### src/design/fevs_pkg.sv
// ----------------------------------------------------------------------------
// fevs_pkg - shared types for the fluid exchange valve sequencer
// Operating modes, sequence phases, register indexes and the structs that
// pass a request, its result and the configuration between modules.
// ----------------------------------------------------------------------------
`default_nettype none

package fevs_pkg;

    typedef enum logic [1:0] {
        MODE_NEUTRAL = 2'd0,
        MODE_MANUAL  = 2'd1,
        MODE_SEMI    = 2'd2,
        MODE_AUTO    = 2'd3
    } t_mode;

    typedef enum logic [2:0] {
        PH_IDLE    = 3'd0,
        PH_HEAT    = 3'd1,
        PH_DRAIN   = 3'd2,
        PH_BALANCE = 3'd3,
        PH_FINISH  = 3'd4
    } t_phase;

    typedef enum logic [1:0] {
        REG_TEMPERATURE_TARGET  = 2'd0,
        REG_OUTLET_VOLUME_TARGET = 2'd1,
        REG_INLET_VOLUME_TARGET = 2'd2,
        REG_DIFFERENCE_LIMIT    = 2'd3
    } t_reg_idx;

    localparam int unsigned ApbAddrWidth = 4;
    localparam int unsigned ApbDataWidth = 32;

    typedef struct packed {
        t_mode              mode;
        logic               start_request;
        logic               interrupt_request;
        logic               semi_inlet_request;
        logic               semi_outlet_request;
        logic               manual_inlet;
        logic               manual_outlet;
        logic signed [15:0] temperature;
        logic [15:0]        inlet_volume;
        logic [15:0]        outlet_volume;
        logic signed [16:0] volume_difference;
    } t_item;

    typedef struct packed {
        logic       inlet_valve;
        logic       outlet_valve;
        logic       bypass_valve;
        logic [2:0] phase_number;
    } t_result;

    typedef struct packed {
        logic signed [15:0] temperature_target;
        logic [15:0]        outlet_volume_target;
        logic [15:0]        inlet_volume_target;
        logic [15:0]        difference_limit;
    } t_cfg;

endpackage

`default_nettype wire

### src/design/fevs_regs.sv
// ----------------------------------------------------------------------------
// fevs_regs - configuration register file
// Four 16-bit set-points written and read over a simple APB-style port.
// ----------------------------------------------------------------------------
`default_nettype none

module fevs_regs import fevs_pkg::*; (
    input  wire logic                    i_clk,
    input  wire logic                    i_rst_n,
    input  wire logic                    psel,
    input  wire logic                    penable,
    input  wire logic                    pwrite,
    input  wire logic [ApbAddrWidth-1:0] paddr,
    input  wire logic [ApbDataWidth-1:0] pwdata,
    output logic      [ApbDataWidth-1:0] prdata,
    output logic                         pready,
    output t_cfg                         o_cfg
);

    t_cfg     r_cfg;
    t_reg_idx w_idx;
    logic     w_wr;

    assign pready = 1'b1;
    assign w_idx  = t_reg_idx'(paddr[3:2]);
    assign w_wr   = psel & penable & pwrite & pready;
    assign o_cfg  = r_cfg;

    always_ff @(posedge i_clk) begin
        if (!i_rst_n) begin
            r_cfg <= '0;
        end else if (w_wr) begin
            unique case (w_idx)
                REG_TEMPERATURE_TARGET:   r_cfg.temperature_target   <= pwdata[15:0];
                REG_OUTLET_VOLUME_TARGET: r_cfg.outlet_volume_target <= pwdata[15:0];
                REG_INLET_VOLUME_TARGET:  r_cfg.inlet_volume_target  <= pwdata[15:0];
                REG_DIFFERENCE_LIMIT:     r_cfg.difference_limit     <= pwdata[15:0];
                default: ;
            endcase
        end
    end

    always_comb begin
        prdata = '0;
        unique case (w_idx)
            REG_TEMPERATURE_TARGET:   prdata[15:0] = r_cfg.temperature_target;
            REG_OUTLET_VOLUME_TARGET: prdata[15:0] = r_cfg.outlet_volume_target;
            REG_INLET_VOLUME_TARGET:  prdata[15:0] = r_cfg.inlet_volume_target;
            REG_DIFFERENCE_LIMIT:     prdata[15:0] = r_cfg.difference_limit;
            default:                  prdata       = '0;
        endcase
    end

endmodule

`default_nettype wire

### src/design/fevs_seq.sv
// ----------------------------------------------------------------------------
// fevs_seq - sequencer state and per-tick decision logic
// Holds the phase, valve commands and sticky request flags, and works out the
// result of one control tick in a single pass of combinational logic.
// ----------------------------------------------------------------------------
`default_nettype none

module fevs_seq import fevs_pkg::*; (
    input  wire logic    i_clk,
    input  wire logic    i_rst_n,
    input  wire logic    i_fire,
    input  t_item        i_item,
    input  t_cfg         i_cfg,
    output t_result      o_result
);

    t_phase     r_phase, n_phase;
    logic       r_inlet_cmd, n_inlet_cmd;
    logic       r_outlet_cmd, n_outlet_cmd;
    logic       r_bypass_cmd, n_bypass_cmd;
    logic       r_start, n_start;
    logic       r_intr, n_intr;
    logic       r_semi_in, n_semi_in;
    logic       r_semi_out, n_semi_out;
    logic [2:0] r_report, n_report;

    logic signed [17:0] w_diff;
    logic signed [17:0] w_lim;
    logic signed [17:0] w_nlim;
    logic               w_temp_done;

    // Balance comparison operands: the difference sign-extended, the limit zero-extended.
    assign w_diff      = {i_item.volume_difference[16], i_item.volume_difference};
    assign w_lim       = {2'b00, i_cfg.difference_limit};
    assign w_nlim      = -w_lim;
    assign w_temp_done = $signed(i_item.temperature) >= $signed(i_cfg.temperature_target);

    always_ff @(posedge i_clk) begin
        if (!i_rst_n) begin
            r_phase      <= PH_IDLE;
            r_inlet_cmd  <= 1'b0;
            r_outlet_cmd <= 1'b0;
            r_bypass_cmd <= 1'b0;
            r_start      <= 1'b0;
            r_intr       <= 1'b0;
            r_semi_in    <= 1'b0;
            r_semi_out   <= 1'b0;
            r_report     <= 3'd0;
        end else if (i_fire) begin
            r_phase      <= n_phase;
            r_inlet_cmd  <= n_inlet_cmd;
            r_outlet_cmd <= n_outlet_cmd;
            r_bypass_cmd <= n_bypass_cmd;
            r_start      <= n_start;
            r_intr       <= n_intr;
            r_semi_in    <= n_semi_in;
            r_semi_out   <= n_semi_out;
            r_report     <= n_report;
        end
    end

    always_comb begin
        n_phase      = r_phase;
        n_inlet_cmd  = r_inlet_cmd;
        n_outlet_cmd = r_outlet_cmd;
        n_bypass_cmd = r_bypass_cmd;
        n_report     = r_report;
        // Request pulses are latched before the mode acts on them.
        n_start      = r_start    | i_item.start_request;
        n_intr       = r_intr     | i_item.interrupt_request;
        n_semi_in    = r_semi_in  | i_item.semi_inlet_request;
        n_semi_out   = r_semi_out | i_item.semi_outlet_request;
        o_result     = '0;

        unique case (i_item.mode)
            MODE_AUTO: begin
                // Valves show the commands held from the previous tick.
                o_result.inlet_valve  = r_inlet_cmd;
                o_result.outlet_valve = r_outlet_cmd;
                unique case (r_phase)
                    PH_HEAT: begin
                        n_report     = 3'(PH_HEAT);
                        n_bypass_cmd = 1'b1;
                        if (w_temp_done || n_intr) begin
                            n_bypass_cmd = 1'b0;
                            n_phase      = PH_DRAIN;
                        end
                        if (n_intr) begin
                            n_intr = 1'b0;
                        end
                    end
                    PH_DRAIN: begin
                        n_report     = 3'(PH_DRAIN);
                        n_outlet_cmd = 1'b1;
                        if ((i_item.outlet_volume >= i_cfg.outlet_volume_target) || n_intr) begin
                            n_outlet_cmd = 1'b0;
                            n_phase      = PH_BALANCE;
                        end
                        if (n_intr) begin
                            n_intr = 1'b0;
                        end
                    end
                    PH_BALANCE: begin
                        n_report = 3'(PH_BALANCE);
                        if (w_diff > w_lim) begin
                            n_inlet_cmd  = 1'b0;
                            n_outlet_cmd = 1'b1;
                        end else if (w_diff < w_nlim) begin
                            n_inlet_cmd  = 1'b1;
                            n_outlet_cmd = 1'b0;
                        end else begin
                            n_inlet_cmd  = 1'b1;
                            n_outlet_cmd = 1'b1;
                        end
                        if (n_intr || (i_item.inlet_volume >= i_cfg.inlet_volume_target)) begin
                            n_phase = PH_FINISH;
                        end
                    end
                    PH_FINISH: begin
                        n_report     = 3'(PH_FINISH);
                        n_intr       = 1'b0;
                        n_inlet_cmd  = 1'b0;
                        n_outlet_cmd = 1'b0;
                    end
                    default: begin
                        n_report     = 3'(PH_IDLE);
                        n_inlet_cmd  = 1'b0;
                        n_outlet_cmd = 1'b0;
                        n_bypass_cmd = 1'b0;
                        n_phase      = PH_IDLE;
                        if (n_start) begin
                            n_start = 1'b0;
                            n_phase = PH_HEAT;
                        end
                    end
                endcase
            end
            MODE_MANUAL: begin
                n_phase               = PH_IDLE;
                n_start               = 1'b0;
                n_intr                = 1'b0;
                n_semi_in             = 1'b0;
                n_semi_out            = 1'b0;
                n_inlet_cmd           = i_item.manual_inlet;
                n_outlet_cmd          = i_item.manual_outlet;
                o_result.inlet_valve  = i_item.manual_inlet;
                o_result.outlet_valve = i_item.manual_outlet;
            end
            MODE_SEMI: begin
                n_phase               = PH_IDLE;
                o_result.inlet_valve  = n_semi_in &
                                        (i_item.inlet_volume <= i_cfg.inlet_volume_target);
                o_result.outlet_valve = n_semi_out &
                                        (i_item.outlet_volume <= i_cfg.outlet_volume_target);
            end
            default: begin
                n_phase    = PH_IDLE;
                n_start    = 1'b0;
                n_intr     = 1'b0;
                n_semi_in  = 1'b0;
                n_semi_out = 1'b0;
            end
        endcase

        o_result.bypass_valve = n_bypass_cmd;
        o_result.phase_number = n_report;
    end

endmodule

`default_nettype wire

### src/design/fluid_exchange_valve_sequencer_core.sv
// ----------------------------------------------------------------------------
// fluid_exchange_valve_sequencer_core - valve sequencer for a fluid exchange
// One request is one control tick carrying mode, request pulses, manual valve
// commands and sensor readings; one result with the valve drives and the
// automatic phase comes back for every request.
// ----------------------------------------------------------------------------
//
//   Channel   Direction  Handshake              Payload
//   --------  ---------  ---------------------  -------------------------------
//   request   in         i_valid / o_stall      i_mode .. i_volume_difference
//   result    out        o_valid / i_stall      o_inlet_valve .. o_phase_number
//   config    in         psel/penable/pready    paddr, pwdata, prdata
//
// A request is registered in the input register and its result is registered
// in the output register; one request per cycle is sustained while the result
// is not stalled. The single pass through the decision logic in fevs_seq
// allows this, since the sequencer state is written as the result is.
// Reset is synchronous and active low; it clears both pipeline valids, the
// phase, commands, sticky flags and the configuration registers.
// A stalled result holds the output register; the input register still takes
// one further request, after which o_stall rises until the result moves on.
// ----------------------------------------------------------------------------
`default_nettype none

module fluid_exchange_valve_sequencer_core import fevs_pkg::*; (
    input  wire logic                    i_clk,
    input  wire logic                    i_rst_n,
    // Request channel
    input  wire logic                    i_valid,
    output logic                         o_stall,
    input  wire logic [1:0]              i_mode,
    input  wire logic                    i_start_request,
    input  wire logic                    i_interrupt_request,
    input  wire logic                    i_semi_inlet_request,
    input  wire logic                    i_semi_outlet_request,
    input  wire logic                    i_manual_inlet,
    input  wire logic                    i_manual_outlet,
    input  wire logic signed [15:0]      i_temperature,
    input  wire logic [15:0]             i_inlet_volume,
    input  wire logic [15:0]             i_outlet_volume,
    input  wire logic signed [16:0]      i_volume_difference,
    // Result channel
    output logic                         o_valid,
    input  wire logic                    i_stall,
    output logic                         o_inlet_valve,
    output logic                         o_outlet_valve,
    output logic                         o_bypass_valve,
    output logic [2:0]                   o_phase_number,
    // Configuration port
    input  wire logic                    psel,
    input  wire logic                    penable,
    input  wire logic                    pwrite,
    input  wire logic [ApbAddrWidth-1:0] paddr,
    input  wire logic [ApbDataWidth-1:0] pwdata,
    output logic      [ApbDataWidth-1:0] prdata,
    output logic                         pready
);

    t_cfg    w_cfg;
    t_item   r_item;
    t_result r_result;
    t_result w_result;
    logic    r_in_valid;
    logic    r_out_valid;
    logic    w_accept;
    logic    w_advance;
    logic    w_fire;

    fevs_regs u_regs (
        .i_clk   (i_clk),
        .i_rst_n (i_rst_n),
        .psel    (psel),
        .penable (penable),
        .pwrite  (pwrite),
        .paddr   (paddr),
        .pwdata  (pwdata),
        .prdata  (prdata),
        .pready  (pready),
        .o_cfg   (w_cfg)
    );

    // The output register can load whenever it is empty or being emptied.
    // The request in the input register then fires: the sequencer state and
    // the result register are written at the same edge.
    assign w_advance = ~r_out_valid | ~i_stall;
    assign w_fire    = r_in_valid & w_advance;
    assign o_stall   = r_in_valid & ~w_advance;
    assign w_accept  = i_valid & ~o_stall;

    always_ff @(posedge i_clk) begin
        if (!i_rst_n) begin
            r_in_valid <= 1'b0;
        end else if (w_accept) begin
            r_in_valid <= 1'b1;
        end else if (w_fire) begin
            r_in_valid <= 1'b0;
        end
    end

    // Payload needs no reset; it is qualified by r_in_valid.
    always_ff @(posedge i_clk) begin
        if (w_accept) begin
            r_item.mode                <= t_mode'(i_mode);
            r_item.start_request       <= i_start_request;
            r_item.interrupt_request   <= i_interrupt_request;
            r_item.semi_inlet_request  <= i_semi_inlet_request;
            r_item.semi_outlet_request <= i_semi_outlet_request;
            r_item.manual_inlet        <= i_manual_inlet;
            r_item.manual_outlet       <= i_manual_outlet;
            r_item.temperature         <= i_temperature;
            r_item.inlet_volume        <= i_inlet_volume;
            r_item.outlet_volume       <= i_outlet_volume;
            r_item.volume_difference   <= i_volume_difference;
        end
    end

    fevs_seq u_seq (
        .i_clk    (i_clk),
        .i_rst_n  (i_rst_n),
        .i_fire   (w_fire),
        .i_item   (r_item),
        .i_cfg    (w_cfg),
        .o_result (w_result)
    );

    always_ff @(posedge i_clk) begin
        if (!i_rst_n) begin
            r_out_valid <= 1'b0;
        end else if (w_advance) begin
            r_out_valid <= r_in_valid;
        end
    end

    always_ff @(posedge i_clk) begin
        if (w_fire) begin
            r_result <= w_result;
        end
    end

    assign o_valid        = r_out_valid;
    assign o_inlet_valve  = r_result.inlet_valve;
    assign o_outlet_valve = r_result.outlet_valve;
    assign o_bypass_valve = r_result.bypass_valve;
    assign o_phase_number = r_result.phase_number;

endmodule

`default_nettype wire

### config.mk
export PLATFORM = sky130hd
export DESIGN_NAME = fluid_exchange_valve_sequencer_core
export DESIGN_NICKNAME = d
export VERILOG_FILES = /design/src/design/fevs_pkg.sv /design/src/design/fevs_regs.sv /design/src/design/fevs_seq.sv /design/src/design/fluid_exchange_valve_sequencer_core.sv
export SDC_FILE = /design/constraint.sdc
export NUM_CORES = 1
export LEC_CHECK = 0
export ABC_AREA = 1
export BUFFER_PORTS_ARGS = -buffer_cell sky130_fd_sc_hd__buf_2
export CAP_MARGIN = 20
export CORE_MARGIN = 1.5
export CORE_UTILIZATION = 45
export DETAILED_ROUTE_END_ITERATION = 12
export HOLD_SLACK_MARGIN = 0.08
export PLACE_DENSITY = 0.66
export SYNTH_ARGS = -nofsm -noshare
export SYNTH_HDL_FRONTEND = slang
export SYNTH_SLANG_ARGS = --single-unit
### constraint.sdc
create_clock -name i_clk -period 3.4 [get_ports i_clk]
set_input_delay 0.34 -clock i_clk [delete_from_list [all_inputs] [get_ports i_clk]]
set_output_delay 0.34 -clock i_clk [all_outputs]
set_load 0.02 [all_outputs]
Word-level counts from Yosys, hierarchy flattened:

Index checks and enable logic that the tools add are counted.

* order comparisons: 7
* reduce and logical (&&, ||, !) cells: 18
* bitwise gates (word level): 16
* multiplexer cells: 29
* equality and inequality tests: 16
* add/sub/neg operators: 1

Operator list (number)
* $pmux W16 S4: 1
* $ge A16 B16 Y1: 3
* $le A16 B16 Y1: 2
* $pmux W3 S4: 2
* $lt A17 B18 Y1: 1
* $neg A16 Y18: 1
* $gt A17 B17 Y1: 1
* $mux W3: 5
* $mux W1: 13
* $pmux W1 S2: 6
* $ne A3 B2 Y1 const B: 3
* $eq A2 B2 Y1 const B: 4
* $reduce_and A2 Y1: 4
* $and A1 B1 Y1: 7
* $eq A3 B2 Y1 const B: 2
* $ne A2 B2 Y1 const B: 3
* $pmux W2 S3: 1
* $reduce_and A3 Y1: 2
* $reduce_or A3 Y1: 2
* $or A1 B1 Y1: 5
* $reduce_and A5 Y1: 1
* $eq A2 B1 Y1 const B: 2
* $not A1 Y1: 4
* $reduce_bool A2 Y1: 2
* other kinds (7): 10

* word-level logic and storage cells: 117
* register bits: 158
* input bits: 116
* output and inout bits: 41

Longest topological paths before layout:

Gate-level depths: netlist of the first run.

* depth in word-level cells: 7
* depth in mapped cells: 22
* mapped depth without buffers: 22

Cells and area by module:

From an unflattened synthesis of the first run, not the netlist that was laid out.

* cell total of the unflattened synthesis: 1113
* area, all modules: 8922.3 µm²

Modules (own cells, without submodules)
* fevs_seq: area an instance 3279.4 µm², instances 1, cells each 539, seq. area each 260.2 µm²
* fevs_regs: area an instance 3175.5 µm², instances 1, cells each 482, seq. area each 1281.2 µm²
* fluid_exchange_valve_sequencer_core: area an instance 2467.4 µm², instances 1, cells each 92, seq. area each 2412.3 µm²

Worst setup path after synthesis of the first run:

OpenSTA, ideal clock, no wires.

* path kind: reg-to-reg
* start: register r_out_valid (netlist: o_valid)
* end: register r_item[0] (netlist bit) (enable)
* period minus slack after synthesis: 2579 ps
* cell stages (with the launch flop): 6
* buffers on the path: 0
* arrival time: 2152 ps
* slack: 821 ps
* path through: dfxtp_1 > nand2_1 > nor2_1 > inv_1 > nand2_1 > inv_1

* word-level cells in the longest chain between the ends: 6

Ends and longest elaborated chain
* from (decl): RTL line fluid_exchange_valve_sequencer_core.sv:64 `logic r_out_valid;`
* from (signal assigned): RTL line fluid_exchange_valve_sequencer_core.sv:130 `r_out_valid <= r_in_valid;`
* $not A1 Y1: RTL line fluid_exchange_valve_sequencer_core.sv:85 `assign w_advance = ~r_out_valid | ~i_stall;`
* $or A1 B1 Y1: RTL line fluid_exchange_valve_sequencer_core.sv:85
* $not A1 Y1: RTL line fluid_exchange_valve_sequencer_core.sv:87 `assign o_stall = r_in_valid & ~w_advance;`
* $and A1 B1 Y1: RTL line fluid_exchange_valve_sequencer_core.sv:87
* via o_stall: RTL line fluid_exchange_valve_sequencer_core.sv:30 `output logic o_stall,`
* $not A1 Y1: RTL line fluid_exchange_valve_sequencer_core.sv:88 `assign w_accept = i_valid & ~o_stall;`
* $and A1 B1 Y1: RTL line fluid_exchange_valve_sequencer_core.sv:88
* via w_accept: RTL line fluid_exchange_valve_sequencer_core.sv:65 `logic w_accept;`
* to (decl): RTL line fluid_exchange_valve_sequencer_core.sv:60 `t_item r_item;`

The timed path passes the listed nets, and every way through them passes these cells.
A chain may end at the register's enable or synchronous reset.

Final worst setup path of the first run:

* start: register u_regs.r_cfg, in the netlist u_regs.o_cfg[0]
* end: register u_seq.r_outlet_cmd

* word-level cells in the longest chain between the ends: 6

Ends and longest elaborated chain
* from (decl): RTL line fevs_regs.sv:20 `t_cfg r_cfg;`
* $neg A16 Y18: RTL line fevs_seq.sv:35 `assign w_nlim = -w_lim;`
* $lt A17 B18 Y1: RTL line fevs_seq.sv:108 `end else if (w_diff < w_nlim) begin`
* $mux W1: RTL line fevs_seq.sv:108
* $mux W1 (*): RTL line fevs_seq.sv:105 `if (w_diff > w_lim) begin`
* $pmux W1 S3 (*): RTL line fevs_seq.sv:80 `unique case (r_phase)`
* $pmux W1 S2 (*): RTL line fevs_seq.sv:75 `unique case (i_item.mode)`
* to (signal assigned): RTL line fevs_seq.sv:52 `r_outlet_cmd <= n_outlet_cmd;`
* to (decl): RTL line fevs_seq.sv:19 `logic r_outlet_cmd, n_outlet_cmd;`

Every way passes the cells marked *; elsewhere a longest branch is shown, timed or not.

==> impl_metrics.csv, run 1 <==
group,metric,value,unit
clock_tree,clk_pin_slew,0.06,ns
timing,hold_viol,0,
logic_synthesis,synthCells,936,
drt,drt_iter0_markers,497,
job,max_cap_viol_count,0,
logic_synthesis,yosysUniqueCellTypes,34,
clock_tree,postCtsSetupRepairBufs,0,
floorplan,die_height,138,um
floorplan,rows,49,
power,p_leak,4.33,nW
setup_path,critPathMaxStageDelay,0.33,ns
setup_path,crit_path_cell_trace,"inv_1, ha_1, nand3_2, nor2_1, nand2_1, nor3_1, inv_1, nor2_1, nand3_1, o21ai_1, nand2_1, ha_1, nand2_1, nor2_1, nand2_1, inv_1, nand4_1, nand3_1, nand2_1, nand3_1, nand2_1, a21oi_1",
timing,tightest_slew,0.838,ns
power,vdd_drop_max,0.356,mV
status,status,"finished clean",
clock_tree,cts_hold_buf,41,
clock_tree,cts_buffer_depth,2,
logic_synthesis,yosys.area.top_type,"edfxtp_1",
clock_tree,clock_sinks,158,
finish,regArea,3950,um2
logic_synthesis,synthTopCellsByCount,"nand2_1 (146), a21oi_1 (126), inv_1 (121), o21ai_0 (105), ha_1 (82)",
timing,drv_slew,0,
setup_path,cp.required,3.76,ns
global_routing,antenna_found_initial,0,
setup_path,critPathLaunch,"u_regs.o_cfg[0]$_SDFFE_PN0P_",
power,p_total,4.58,mW
drt,viasPerCell,4.90,
setup_path,slowest_stage,"dfxtp_1",
finish,multi_input_area,3600,um2
logic_synthesis,yosysWarningCount,0,
logic_synthesis,syn_area,8200,um2
timing,fmax,359,MHz
timing,tns,0,ns
placed_design,placed_cell_area,8960,um2
setup_path,critical_path_class,"reg -> reg",
logic_synthesis,ys_seq_area_frac,0.482,
logic_synthesis,synth_edf_count,79,
logic_synthesis,ys.flop_type,"edfxtp_1",
placed_design,dp_hpwl,14300,um
setup_path,cp-end-kind,"register",
worst_hold_path,min_from,"i_inlet_volume[10]",
floorplan,top_level_ports,157,
finish,stdcell_area,10000,um2
drt,drc,0,
timing,setup_viol,0,
placed_design,gp_congestion,0.889,
setup_path,crit_top_cell,"nand2_1",
logic_synthesis,synth_area_per_cell,8.76,um2
setup_path,path_buf_inv,3,
logic_synthesis,ys_seq_elements,158,
drt,wirelength,19400,um
drt,routed-via-count,6605,
global_routing,grt_max_degree,58,
placed_design,portBuffers,121,
floorplan,initial_core_util,0.458,
clock_tree,cts_tree,"done",
clock_tree,cts.repair.resized,0,
finish,num-fill-cells,1593,
clock_tree,numCtsBuffers,17,
timing,slew_headroom,0.441,
finish,drive_above_1_share,0.160,
setup_path,worst_ep_arrival_time,3.14,ns
finish,fin_util,0.560,
timing,final.period_utilization,0.818,
setup_path,critPathLaunchType,"register",
finish,stdcell_count,1347,
power,powerDensity,457,nW/um2
floorplan,fp.coreArea,17900,um2
timing,rsz0062_at_grt,"false",
clock_tree,clk_latency,0.43,ns
floorplan,dieArea,19000,um2
placed_design,dp_cells,1264,
drt,drt_pass1_iterations,5,
logic_synthesis,yosysMostFrequentCell,"nand2_1",
global_routing,grt_overflow,0,
clock_tree,cts_root_buf,"clkbuf_16",
finish,area_growth,22.4,%
global_routing,grt_pass1_vias,6092,
drt,wl_per_cell,14.4,um
setup_path,cp_max_fo,3,
worst_hold_path,hold_path_class,"in -> reg",
floorplan,die_w,138,um
setup_path,r2r_start,"u_regs.o_cfg[0]$_SDFFE_PN0P_",
drt,antenna_left,0,
global_routing,groute.usage.overall,0.210,
clock_tree,htree_levels,4,
setup_path,crit_family,"simple AND/OR/NAND/NOR gates",
finish,antenna_cells,0,
finish,final_nets,1303,
logic_synthesis,yosys-top-cells-area,"edfxtp_1 (29%), dfxtp_1 (19%), ha_1 (13%)",
timing,finClkSkew,0.0106,ns
logic_synthesis,synth.top_cell.area_share,0.289,
logic_synthesis,synthArstFlopShare,0,
global_routing,grt_pass1_wl,30100,um
timing,fin_crit,2.78,ns
## through the flow
step                      hold WS (ns)  setup WS [ns]
after floorplan                  0.436          0.821
after global placement           0.443          0.692
after detailed placement         0.451          0.604
after CTS                       0.0802          0.601
after global routing            0.0804          0.202
final                           0.0871          0.618
## metal layers
layer  up-vias  share of wire  track usage
met4         0          0.015       0.0567
li1       3469              -            -
met2       171           0.47        0.343
met5         -              0            0
met3        18          0.048       0.0442
met1      2947           0.47        0.283
## state kept, by name (all words and copies together) (netlist names), 3 cells and up
| register | flops |
|---|---|
| u_regs.o_cfg | 64 |
| u_seq.r_report | 3 |
| o_phase_number | 3 |
| r_item | 73 |
| u_seq.r_phase | 3 |
## final timing paths
kind	cells after the start	to	slack, ns
worst min-delay path	1	r_item[43]$_DFFE_PP_	0.09
worst max-delay path	22	u_seq.r_outlet_cmd$_SDFFE_PN0P_	0.62
worst min register to register	2	u_seq.r_semi_in$_SDFFE_PN0P_	0.46
worst max register to register	22	u_seq.r_outlet_cmd$_SDFFE_PN0P_	0.62
## area by class of cell
| cell class | count | area share |
|---|---|---|
| clock buffers | 17 | 0.0424 |
| clock inverters | 15 | 0.0133 |
| inverters | 126 | 0.0471 |
| multi-input cells | 626 | 0.359 |
| flip-flops and latches | 158 | 0.394 |
| well taps | 229 | 0.0286 |
| repair buffers | 176 | 0.115 |
## layout by cell type (no fill, tap or decap), types with 2 or more instances in the layout
cell type / instances
nand2_1: 146
a21oi_1: 126
buf_2: 121
inv_1: 120
o21ai_0: 105
ha_1: 82
edfxtp_1: 79
dfxtp_1: 79
nor2_1: 66
dlygate4sd3_1: 51
nand3_1: 20
conb_1: 17
clkbuf_16: 17
xor2_1: 10
nor3_1: 7
nor2_2: 7
nand4_1: 6
inv_2: 6
o22ai_1: 5
a21o_1: 4
o21ai_1: 4
or2_2: 4
inv_6: 4
nand3_2: 3
clkinv_2: 3
buf_4: 3
nor3_2: 2
o21bai_1: 2
o21a_1: 2
clkinv_1: 2
inv_8: 2
clkinvlp_4: 2
## cells by family after synthesis
kind of cell,count (synthesis),share of synthesized area
AOI/OAI and AO/OA,252,0.159
buffers and inverters,167,0.0850
and+or+nand+nor,265,0.137
xor gates and xnor gates,10,0.0107
other,2,0.000916
DFF,158,0.482
adders and majority gates,82,0.125
## where the power goes
| group | internal, mW | switching [mW] |
|---|---|---|
| Clock | 1.02 | 0.818 |
| Sequential | 2.09 | 0.0416 |
| Combinational | 0.255 | 0.361 |
Power figures use the tool's default switching activity.
==> run 2, diff against run 1 <==
--- a/config.mk
+++ b/config.mk
@@ -5,7 +5,7 @@
 export SDC_FILE = /design/constraint.sdc
 export NUM_CORES = 1
 export LEC_CHECK = 0
-export ABC_AREA = 1
+export ABC_AREA = 0
 export BUFFER_PORTS_ARGS = -buffer_cell sky130_fd_sc_hd__buf_2
 export CAP_MARGIN = 20
 export CORE_MARGIN = 1.5
==> constraint.sdc (replaced) <==
create_clock -name i_clk -period 2.9 [get_ports i_clk]
set_input_delay 0.29 -clock i_clk [delete_from_list [all_inputs] [get_ports i_clk]]
set_output_delay 0.29 -clock i_clk [all_outputs]
set_load 0.02 [all_outputs]
==> run 2 against run 1 <==
Against the previous run:
- the run now ends with design-rule violations, negative setup slack left
- fmax is 5.3% lower
- routed wire length is 11% higher
- total power is 20% higher
- first-iteration DRC count is 11% lower
- sequential share of layout area is 3.1 points lower
==> impl_metrics.csv, run 2 <==
group,metric,value,unit
status,status,"finished with violations",
status,failed_checks,"design-rule violations, negative setup slack",
global_routing,antenna_found_initial,0,
timing,tightest_slew,0.706,ns
global_routing,grt_overflow,0,
setup_path,path_buf_inv,1,
finish,final_cell_mix,"nand2_1 (185), buf_2 (121), ha_1 (82)",
setup_path,cp_max_fo,3,
finish,drive_above_1_share,0.222,
floorplan,die_w,139,um
floorplan,top_level_ports,157,
placed_design,portBuffers,121,
logic_synthesis,synth_edf_count,79,
finish,multi_input_area,4140,um2
logic_synthesis,yosysMostFrequentCell,"nand2_1",
floorplan,initial_core_util,0.463,
clock_tree,cts_tree,"done",
setup_path,critPathMaxStageDelay,0.34,ns
setup_path,worst_ep_arrival_time,3.29,ns
global_routing,groute.usage.overall,0.223,
power,powerDensity,505,nW/um2
setup_path,slowest_stage,"dfxtp_2",
placed_design,dp_hpwl,15300,um
setup_path,r2r_cells,14,
clock_tree,clk_latency,0.42,ns
timing,hold_viol,0,
logic_synthesis,ys.flop_type,"edfxtp_1",
logic_synthesis,synth.top_cell.area_share,0.284,
setup_path,critPathLaunchType,"register",
power,p_total,5.50,mW
clock_tree,clock_sinks,158,
timing,final.period_utilization,1.01,
drt,wirelength,21500,um
timing,fin_crit,2.94,ns
global_routing,grt_max_degree,74,
logic_synthesis,synthTopCellsByCount,"nand2_1 (187), ha_1 (82), dfxtp_1 (79), edfxtp_1 (79), inv_1 (72)",
timing,drv_slew,0,
drt,viasPerCell,5.16,
drt,drt_iter0_markers,443,
finish,top_register,"r_item",
timing,slew_headroom,0.517,
drt,wl_per_cell,16.6,um
power,p_leak,4.28,nW
drt,drt_pass1_iterations,9,
finish,final_nets,1257,
drt,drc,12,
clock_tree,cts_root_buf,"clkbuf_16",
logic_synthesis,ys_seq_elements,158,
job,max_cap_viol_count,0,
setup_path,cp.depth,14,
finish,regArea,3960,um2
setup_path,cp.required,3.25,ns
global_routing,grt_pass1_vias,6512,
setup_path,crit_path_cell_trace,"nor4_4, nand2_2, nor3_4, nand3_2, buf_6, xnor2_2, ha_1, a21oi_2, o21ai_2, a21oi_4, o31ai_4, mux2i_2, a211o_1, a31oi_1",
floorplan,die_height,139,um
drt,route.met3.wl,1100,um
drt,antenna_left,0,
placed_design,place_worst_setup_slack,-0.0376,ns
finish,largest_reg_flops,73,
setup_path,critical_path_class,"reg -> reg",
worst_hold_path,hold_path_class,"in -> reg",
setup_path,cp-end-kind,"register",
timing,tns,-0.0388,ns
timing,finClkSkew,0.00736,ns
clock_tree,numCtsBuffers,17,
drt,wl_met2,10200,um
finish,antenna_cells,0,
finish,num-fill-cells,1479,
finish,area_growth,30.1,%
logic_synthesis,yosysUniqueCellTypes,49,
clock_tree,cts_buffer_depth,2,
placed_design,gp_congestion,0.854,
worst_hold_path,hold_depth,2,
logic_synthesis,ys_seq_area_frac,0.473,
logic_synthesis,synthArstFlopShare,0,
global_routing,grt_pass1_wl,33600,um
drt,maxUsedRoutingLayer,"met4",
placed_design,dp_cells,1191,
logic_synthesis,yosys-top-cells-area,"edfxtp_1 (28%), dfxtp_1 (19%), ha_1 (12%)",
timing,setup_viol,1,
floorplan,fp.coreArea,18100,um2
logic_synthesis,yosys.area.top_type,"edfxtp_1",
finish,stdcell_count,1301,
logic_synthesis,yosysWarningCount,0,
drt,met1_length,9920,um
floorplan,rows,49,
clock_tree,htree_levels,4,
drt,routed-via-count,6712,
logic_synthesis,synthCells,845,
timing,setup_slack,-0.0388,ns
finish,final_common_cell,"nand2_1",
clock_tree,clk_pin_slew,0.06,ns
timing,rsz0062_at_grt,"true",
timing,fmax,340,MHz
timing,whs,0.0921,ns
setup_path,crit_family,"compound AO/OA/AOI/OAI gates",
floorplan,dieArea,19400,um2
logic_synthesis,syn_area,8370,um2
power,vdd_drop_max,0.406,mV
logic_synthesis,synth_area_per_cell,9.90,um2
-- run 2: repair_timing --
action,in CTS,in global routing
hold buffers,73,0
endpoints found under the hold margin,73,0
buffers inserted,0,5
endpoints found under the setup margin,1,4
resized for setup,2,41
pin swaps,1,25
gates cloned,0,0
-- run 2: power by group --
part | switching, mW | leakage (nW) | total (mW) | internal [mW]
registers | 0.0488 | 1.41 | 2.48 | 2.43
clock network | 0.901 | 0.308 | 2.32 | 1.42
logic | 0.359 | 2.56 | 0.691 | 0.332
-- run 2: area by class of cell --
| class | count | area share |
|---|---|---|
| multi-input combinational | 582 | 0.381 |
| sequential | 158 | 0.364 |
| timing repair buffer | 227 | 0.147 |
| clock buffer | 22 | 0.0465 |
| tap | 229 | 0.0263 |
| inverter | 73 | 0.0252 |
| clock inverter | 10 | 0.0109 |
-- run 2: final timing paths --
| kind | start | endpoint | slack (ns) |
|---|---|---|---|
| min reg2reg | u_seq.r_semi_out$_SDFFE_PN0P_ | u_seq.r_semi_out$_SDFFE_PN0P_ | 0.47 |
| min | i_valid | r_in_valid$_SDFFE_PN0P_ | 0.09 |
| max reg2reg | u_regs.o_cfg[2]$_SDFFE_PN0P_ | u_seq.r_outlet_cmd$_SDFFE_PN0P_ | -0.04 |
| max | u_regs.o_cfg[2]$_SDFFE_PN0P_ | u_seq.r_outlet_cmd$_SDFFE_PN0P_ | -0.04 |
-- run 2: kinds of logic (layout without fill, tap and decap cells) --
family | Yosys count | in the layout | share of synthesized area
xor+xnor | 13 | 13 | 0.0136
fa+ha+maj | 82 | 82 | 0.123
compound gates | 166 | 166 | 0.131
simple gates | 284 | 284 | 0.150
other cells | 2 | 17 | 0.000898
buf+inv | 120 | 332 | 0.0619
mux | 20 | 20 | 0.0479
flops | 158 | 158 | 0.473
-- run 2: per-stage QoR --
| step | cell area, um2 | util |
|---|---|---|
| 6_report | 10900 | 0.602 |
| 5_1_grt | 10900 | 0.602 |
| 4_1_cts | 10700 | 0.590 |
| 3_5_place_dp | 9310 | 0.515 |
| 3_3_place_gp | 9310 | 0.515 |
| 2_1_floorplan | 8440 | - |
-- run 2: per-layer routing --
metal | track usage | up-vias
met5 | 0 | -
met4 | 0.0582 | 0
met3 | 0.0423 | 18
met2 | 0.361 | 188
met1 | 0.309 | 3163
li1 | - | 3343
==> run 3, diff against run 2 <==
==> constraint.sdc (replaced) <==
create_clock -name i_clk -period 3.6 [get_ports i_clk]
set_input_delay 0.36 -clock i_clk [delete_from_list [all_inputs] [get_ports i_clk]]
set_output_delay 0.36 -clock i_clk [all_outputs]
set_load 0.02 [all_outputs]
==> run 3 against run 2 <==
Against the previous run:
- register-to-register slack gained 0.35 ns
- utilization shrank 6.2 points
- the run ends with design-rule violations left
- clock skew increased by 0.0039 ns
- final cell count down 7.6%
- setup slack better by 0.35 ns
- combinational power is 40% lower
- clock power down 16%
- design area decreased by 10%
==> impl_metrics.csv, run 3 (same netlist as run 2, synthesis figures left out) <==
group,metric,value,unit
finish,final_common_cell,"nand2_1",
timing,whs,0.102,ns
clock_tree,cts_tree,"done",
timing,tightest_slew,0.945,ns
setup_path,reg2reg_to,"u_seq.r_outlet_cmd$_SDFFE_PN0P_",
finish,final_nets,1158,
floorplan,top_level_ports,157,
global_routing,antenna_found_initial,0,
status,failed_checks,"design-rule violations",
worst_hold_path,holdPathEnd,"r_item[70]$_DFFE_PP_",
worst_hold_path,hold_depth,1,
timing,fmax,304,MHz
setup_path,worst_ep_arrival_time,3.60,ns
clock_tree,clk_latency,0.43,ns
power,powerDensity,448,nW/um2
clock_tree,cts.repair.resized,0,
setup_path,path_buf_inv,1,
clock_tree,cts_buffer_depth,2,
setup_path,slowest_stage,"dfxtp_1",
finish,largest_reg_flops,73,
drt,route.met3.wl,1190,um
status,status,"finished with violations",
clock_tree,clock_sinks,158,
setup_path,r2r_start,"u_regs.o_cfg[2]$_SDFFE_PN0P_",
drt,maxUsedRoutingLayer,"met4",
setup_path,critPathMaxStageDelay,0.38,ns
timing,drv_slew,0,
drt,antenna_left,0,
global_routing,grt_overflow,0,
drt,viasPerCell,5.28,
placed_design,portBuffers,121,
clock_tree,htree_levels,4,
global_routing,grt_max_degree,46,
worst_hold_path,hold_path_class,"in -> reg",
setup_path,r2r_cells,14,
finish,drive_above_1_share,0.183,
drt,wl_per_cell,16.9,um
drt,drt_pass1_iterations,9,
setup_path,cp.depth,14,
finish,top_register,"r_item",
timing,final.period_utilization,0.914,
drt,wl_met2,9140,um
setup_path,crit_family,"simple AND/OR/NAND/NOR gates",
setup_path,cp.required,3.91,ns
worst_hold_path,min_from,"i_start_request",
drt,wirelength,20300,um
floorplan,fp.coreArea,18100,um2
setup_path,critical_path_class,"reg -> reg",
drt,met1_length,9540,um
finish,stdcell_count,1202,
drt,drt_iter0_markers,469,
setup_path,ff2ff_setup_slack,0.31,ns
global_routing,groute.usage.overall,0.217,
timing,finClkSkew,0.0113,ns
power,p_total,4.38,mW
clock_tree,numCtsBuffers,17,
clock_tree,clk_pin_slew,0.06,ns
floorplan,initial_core_util,0.463,
floorplan,die_w,139,um
job,max_cap_viol_count,0,
placed_design,dp_hpwl,15200,um
timing,hold_viol,0,
finish,area_growth,16.8,%
timing,setup_viol,0,
setup_path,cp_max_fo,7,
setup_path,crit_top_cell,"nand2_1",
floorplan,rows,49,
floorplan,die_height,139,um
clock_tree,cts_root_buf,"clkbuf_16",
timing,slew_headroom,0.365,
timing,fin_crit,3.29,ns
drt,drc,12,
global_routing,grt_pass1_wl,32300,um
placed_design,gp_congestion,0.874,
power,p_leak,3.78,nW
setup_path,cp-end-kind,"register",
finish,fin_util,0.540,
placed_design,dp_cells,1170,
clock_tree,postCtsSetupRepairBufs,0,
setup_path,crit_path_cell_trace,"nor4_1, buf_4, nand2_1, nor3_2, nand3_1, nor3_1, xnor2_1, ha_1, and4_1, nand2_1, o31ai_1, mux2i_1, a211o_1, a31oi_1",
floorplan,dieArea,19400,um2
drt,routed-via-count,6342,
setup_path,critPathLaunchType,"register",
power,vdd_drop_max,0.360,mV
clock_tree,cts_hold_buf,0,
finish,final_cell_mix,"nand2_1 (187), buf_2 (121), ha_1 (82)",
timing,tns,0,ns
finish,antenna_cells,0,
global_routing,grt_pass1_vias,6167,
timing,rsz0062_at_grt,"false",
## run 3: cell count changes in the layout (fill, tap and decap cells not counted), moves of 4 or more
cell | before | now
inv_1 | 68 | 72
a21oi_1 | 39 | 43
inv_2 | 4 | 0
buf_4 | 31 | 7
dlygate4sd3_1 | 73 | 0
nor4_1 | 5 | 9
## run 3: report_power, final
part / switching (mW) / internal, mW
Sequential: 0.0421 / 1.96
Combinational: 0.240 / 0.175
Clock: 0.720 / 1.24
Total: 1.00 / 3.38
## run 3: worst max path at each step
stage,slack [ns],start,endpoint
6_report,0.31,u_regs.o_cfg[2]$_SDFFE_PN0P_,u_seq.r_outlet_cmd$_SDFFE_PN0P_
5_1_grt,0.05,u_regs.o_cfg[2]$_SDFFE_PN0P_,u_seq.r_outlet_cmd$_SDFFE_PN0P_
4_1_cts,0.32,u_regs.o_cfg[2]$_SDFFE_PN0P_,u_seq.r_outlet_cmd$_SDFFE_PN0P_
3_3_place_gp,0.42,u_regs.o_cfg[2]$_SDFFE_PN0P_,u_seq.r_outlet_cmd$_SDFFE_PN0P_
3_5_place_dp,0.35,u_regs.o_cfg[2]$_SDFFE_PN0P_,u_seq.r_outlet_cmd$_SDFFE_PN0P_
2_1_floorplan,0.58,u_regs.o_cfg[2]$_SDFFE_PN0P_,u_seq.r_outlet_cmd$_SDFFE_PN0P_
## run 3: area by class of cell
| class | count | area [um2] |
|---|---|---|
| clock buffer | 23 | 489 |
| fill | 1589 | 8310 |
| inverter | 73 | 274 |
| timing repair buffer | 128 | 658 |
| clock inverter | 9 | 153 |
| multi-input combinational | 582 | 3960 |
| sequential | 158 | 3950 |
| tap | 229 | 287 |
## run 3: worst register-to-register path, stage by stage (launching register included)
cell and delay [ns]:
dfxtp_1 0.38, nor4_1 0.34, buf_4 0.18, nand2_1 0.12, nor3_2 0.19, nand3_1 0.19
nor3_1 0.24, xnor2_1 0.10, ha_1 0.29, and4_1 0.20, nand2_1 0.05, o31ai_1 0.28
mux2i_1 0.35, a211o_1 0.18, a31oi_1 0.07
## run 3: per-stage QoR
stage	instance area, um2	worst slack (ns)
floorplan	8420	0.585
global placement	9130	0.423
detailed placement	9130	0.345
CTS	9770	0.322
global route	9770	0.0468
finish	9770	0.309
## run 3: per-layer routing
| metal | GRT usage | vias to the layer above |
|---|---|---|
| li1 | - | 3154 |
| met1 | 0.294 | 2956 |
| met2 | 0.339 | 203 |
| met3 | 0.0461 | 29 |
| met4 | 0.0862 | 0 |
| met5 | 0 | - |
